$ cat src/sv/mfrq_pkg.sv
// Package for the multilevel feedback run queue.
// Holds parameter defaults, request/response payload types, status codes and
// the controller/datapath interface types. No dependencies.
`default_nettype none

package mfrq_pkg;

  localparam int NUM_PRIORITIES_DEF = 32;
  localparam int QUEUE_DEPTH_DEF    = 16;
  localparam int ID_BITS_DEF        = 8;

  localparam int          SLICE_W     = 24;
  localparam logic [23:0] SLICE_RESET = 24'd1000000;

  typedef enum logic {
    CMD_STORE = 1'b0,
    CMD_PICK  = 1'b1
  } cmd_t;

  typedef enum logic [1:0] {
    ST_STORED = 2'd0,
    ST_PICKED = 2'd1,
    ST_IDLE   = 2'd2,
    ST_FULL   = 2'd3
  } status_t;

  typedef struct packed {
    cmd_t       command;
    logic [7:0] thread_id;
    logic [4:0] thread_priority;
    logic [4:0] owner_best_priority;
    logic       slice_left;
    logic       fixed_priority;
  } in_req_t;

  typedef struct packed {
    status_t     status;
    logic [7:0]  result_thread;
    logic [4:0]  result_priority;
    logic [28:0] timeslice_ns;
  } out_rsp_t;

  typedef enum logic [1:0] {
    S_IDLE,
    S_READ,
    S_EXEC,
    S_FINISH
  } state_t;

  typedef struct packed {
    logic capture;
    logic ptr_rd;
    logic exec;
    logic finish;
  } ctl_cmd_t;

  typedef struct packed {
    logic out_busy;
  } dp_sts_t;

endpackage

`default_nettype wire

$ cat src/sv/mfrq_ctrl.sv
// Sequencing controller for the run queue: accept, pointer read, update, result.
// Depends on mfrq_pkg.
`default_nettype none

module mfrq_ctrl (
  input  wire                logic clk,
  input  wire                logic rst_n,
  input  wire                logic in_valid,
  output logic               in_stall,
  input  mfrq_pkg::dp_sts_t  sts,
  output mfrq_pkg::ctl_cmd_t cmd
);
  import mfrq_pkg::*;

  state_t state_r, state_nxt;

  always_ff @(posedge clk) begin
    if (!rst_n) begin
      state_r <= S_IDLE;
    end else begin
      state_r <= state_nxt;
    end
  end

  always_comb begin
    state_nxt = state_r;
    case (state_r)
      S_IDLE: begin
        if (in_valid) state_nxt = S_READ;
      end
      S_READ:   state_nxt = S_EXEC;
      S_EXEC:   state_nxt = S_FINISH;
      S_FINISH: begin
        if (!sts.out_busy) state_nxt = S_IDLE;
      end
      default:  state_nxt = S_IDLE;
    endcase
  end

  always_comb begin
    in_stall    = 1'b1;
    cmd         = '0;
    case (state_r)
      S_IDLE: begin
        in_stall    = 1'b0;
        cmd.capture = in_valid;
      end
      S_READ:   cmd.ptr_rd = 1'b1;
      S_EXEC:   cmd.exec   = 1'b1;
      S_FINISH: cmd.finish = !sts.out_busy;
      default:  cmd        = '0;
    endcase
  end

endmodule

`default_nettype wire

$ cat config.mk
export PLATFORM = sky130hd
export DESIGN_NAME = mfrq_ctrl
export DESIGN_NICKNAME = d
export VERILOG_FILES = /design/src/sv/mfrq_pkg.sv /design/src/sv/mfrq_ctrl.sv
export SDC_FILE = /design/constraint.sdc
export NUM_CORES = 1
export LEC_CHECK = 0
export ABC_AREA = 1
export BUFFER_PORTS_ARGS = -buffer_cell sky130_fd_sc_hd__buf_2
export CORE_AREA = 2 2 39 41
export CTS_CLUSTER_DIAMETER = 200
export CTS_CLUSTER_SIZE = 14
export DETAILED_ROUTE_END_ITERATION = 10
export DIE_AREA = 0 0 41 43
export PLACE_DENSITY = 0.34
export SETUP_SLACK_MARGIN = 0.02
export SYNTH_ARGS = -nofsm -noshare
export SYNTH_HDL_FRONTEND = slang
export SYNTH_SLANG_ARGS = --single-unit
$ cat constraint.sdc
create_clock -name clk -period 2.3 [get_ports clk]
set_input_delay 0.345 -clock clk [delete_from_list [all_inputs] [get_ports clk]]
set_output_delay 0.345 -clock clk [all_outputs]
set_load 0.02 [all_outputs]
**Word level (Yosys, flattened, before mapping)**

Cells that the tools add are included.

- Logic and storage cells: 17
- Output and inout port bits: 5
- Register bits after elaboration: 2
- Input port bits: 4

- Reduce and logical (&&, ||, !) cells: 3
- Mux-type cells: 8
- Equality and inequality tests: 5

Operators with widths:

| kind | count |
|---|---|
| case mux 2 bit (4 select lines) | 1 |
| 2-to-1 mux 1 bit | 5 |
| == test 2 bit, second input constant | 2 |
| 2-to-1 mux 2 bit | 2 |
| inequality test 2 bit, second input constant | 2 |
| == test 2 x 1 -> 1 bit, second input constant | 1 |
| zero test 2 bit | 1 |
| AND reduction 2 bit | 1 |
| zero test 1 bit | 1 |

**Depth between registers and ports, before layout**

- Depth after elaboration: 3
- Mapped depth: 6
- Depth with buffers taken out: 6

**Least setup slack after synthesis**

Ideal clock, no wire load.

- Path type: reg-to-output
- From: reg state_r[0]
- To: out cmd[0] (netlist name)
- Data arrival time: 851 ps
- Required time: 1955 ps
- Path slack: 1104 ps
- Stages on the path, launching flop included: 4
- Buffers on the path: 0
- Cell sequence: dfxtp_1 -> ha_1 -> inv_1 -> nor2_1

RTL lines:

| item | line | text |
|---|---|---|
| start, declared | mfrq_ctrl.sv:15 | `state_t state_r, state_nxt;` |
| start signal, assigned | mfrq_ctrl.sv:21 | `state_r <= state_nxt;` |
| end, declared | mfrq_ctrl.sv:11 | `output mfrq_pkg::ctl_cmd_t cmd` |

==> results_dict.tcl <==
set metrics [dict create \
    outcome "completed" \
    dr_total_vias 183 \
    grt_pass1_wl_um 641 \
    drt-met1-wl_um 145 \
    drive_gt1_share_pct 34.2 \
    clock_path_buffers 2 \
    p_leak_nw 0.164 \
    synth-warning-count 0 \
    slew_violations 0 \
    numPlacedInstances 51 \
    timing.rr.start "state_r[0]$_SDFFE_PN0P_" \
    hold_start "rst_n" \
    clk_latency_ns 0.22 \
    drt_iter0_markers 1 \
    numCtsBuffers 3 \
    vias_per_cell 3.39 \
    cpPeakStageDelay_ns 0.36 \
    crit_chain "inv_1 > ha_1 > nand2_1 > inv_1 > buf_2" \
    yosysSeqAreaShare_pct 21.3 \
    n_fill_cell 168 \
    fp.dieH_um 43 \
    cp-start-kind "flop" \
    startpoint "state_r[0]$_SDFFE_PN0P_" \
    die_w_um 41 \
    drc 0 \
    grt_antenna_before_repair 0 \
    path_class "reg -> out" \
    die-area_um2 1760 \
    syn_nets 36 \
    syn_area_um2 188 \
    finalPower_w 0.000350 \
    finalWirelength_um 347 \
    gp_congestion 0.609 \
    cts_root_buffer "clkbuf_4" \
    ant_nets 0 \
    cp-end-kind "primary output" \
    core_um2 1380 \
    avgSynthCellArea_um2 6.95 \
    worst-endpoint-arrival_ns 1.15 \
    ir_worst_vdd_v 0.000244 \
    maxCapViolations 0 \
    area_growth_pct 44.0 \
    fmax_mhz 667 \
    hpwl_um 293 \
    clock_sinks 2 \
    crit_slowest_cell "dfxtp_1" \
    grtUsageTotal_pct 5.81 \
    hold_buffers 0 \
    fp-row-count 14 \
    relSlewSlack_pct 91.1 \
    clk_pin_slew_worst_paths_ns 0.03 \
    h-tree-depth 1 \
    required_ns 1.96 \
    holdWs_ns 0.355 \
    final.period_utilization_pct 65.1 \
    cpMostUsedCell "inv_1" \
    instances_no_fill 54 \
    top_layer "met4" \
    initial_core_util_pct 13.6 \
    grt.overflow.total 0 \
    setup_viol_count_final 0 \
    post_cts_buffers 0 \
    synth-seq-cells 2 \
    wl_met2_um 165 \
    crit_path_max_fanout 4 \
    antenna_cells 0 \
    rsz0062_at_grt "no" \
    tritoncts "built" \
    dr.pass1.iters 2 \
    min_period_ns 1.50 \
    cts-resized-gates 0 \
    port_buffers 8 \
    clock_skew_ns 0.00215 \
    io_pins 9 \
    grt_max_degree 5 \
    grt_pass1_vias 186 \
    hold_viol_final 0 \
    top_regs "state_r x2" \
    final_core_util_pct 19.5 \
    largest_reg_flops 2 \
    top_register "state_r" \
    synth.distinct_cells 8 \
    route.met3.wl_um 18 \
    tightestPinTransition_ns 0.134 \
    synthCells 27 \
    worstHoldPathType "in -> reg" \
    p_per_area_nw_per_um2 1290 \
    post_drt_wl_per_cell_um 6.43 \
    tns_ns 0 \
    layout.nets 49 \
]
placed cells by master, fill, tap and decap left out:
cell type and instances:
ha_1 5, clkbuf_4 3, nand2_1 3, nor2_1 4, nand3_1 2, buf_2 8, dfxtp_1 2, a21oi_1 2
nand2_2 2, inv_1 7
cell families after synthesis:
logic type	synth area share (%)
and+or+nand+nor	26.0
DFF	21.3
buffers and inverters	14.0
AOI/OAI and AO/OA	5.33
adders and majority gates	33.3
metrics by stage:
stage | area (µm²) | worst slack, ns
2_1_floorplan | 188 | 1.10
3_3_place_gp | 248 | 1.01
3_5_place_dp | 248 | 1.02
4_1_cts | 270 | 0.775
5_1_grt | 270 | 0.729
6_report | 270 | 0.802
critical path, delay by kind of cell, from the launching register on:
kind / cells / cell delay (ns)
flip-flops: 1 / 0.36
buffers and inverters: 3 / 0.26
adder cells (fa/ha/maj): 1 / 0.23
AND/OR/NAND/NOR: 1 / 0.07
synthesized netlist by cell type:
master,n,area share [%]
inv_1,7,14
a21oi_1,2,5.3
ha_1,5,33
nand2_1,3,6.0
nand3_1,2,5.3
nand2_2,2,6.7
dfxtp_1,2,21
nor2_1,4,8.0
power by group:
group / internal (W) / switching, W / leakage (nW)
clock: 0.0000576 / 0.0000202 / 0.0138
combinational: 0.0000768 / 0.000128 / 0.133
sequential: 0.0000510 / 0.0000156 / 0.0167
final timing paths:
| kind | to | slack (ns) | cells after the start |
|---|---|---|---|
| max reg2reg | state_r[0]$_SDFFE_PN0P_ | 1.22 | 6 |
| min | state_r[1]$_SDFFE_PN0P_ | 0.35 | 3 |
| min reg2reg | state_r[0]$_SDFFE_PN0P_ | 0.54 | 2 |
| max | cmd[3] | 0.80 | 5 |
routing by layer:
metal  up-vias  track usage, %
li1        102               -
met1        73            5.73
met2         6            7.81
met3         2            1.57
met4         0            8.00
met5         -               0
layout make-up:
type / instances / area, µm² / share of cell area [%]
tap: 16 / 20.0 / 7.41
multi-input combinational: 18 / 121 / 44.9
inverter: 7 / 26.3 / 9.72
timing repair buffer: 8 / 40.0 / 14.8
sequential: 2 / 40.0 / 14.8
clock buffer: 3 / 22.5 / 8.33
Note: power is estimated with default switching activity, not from simulation.
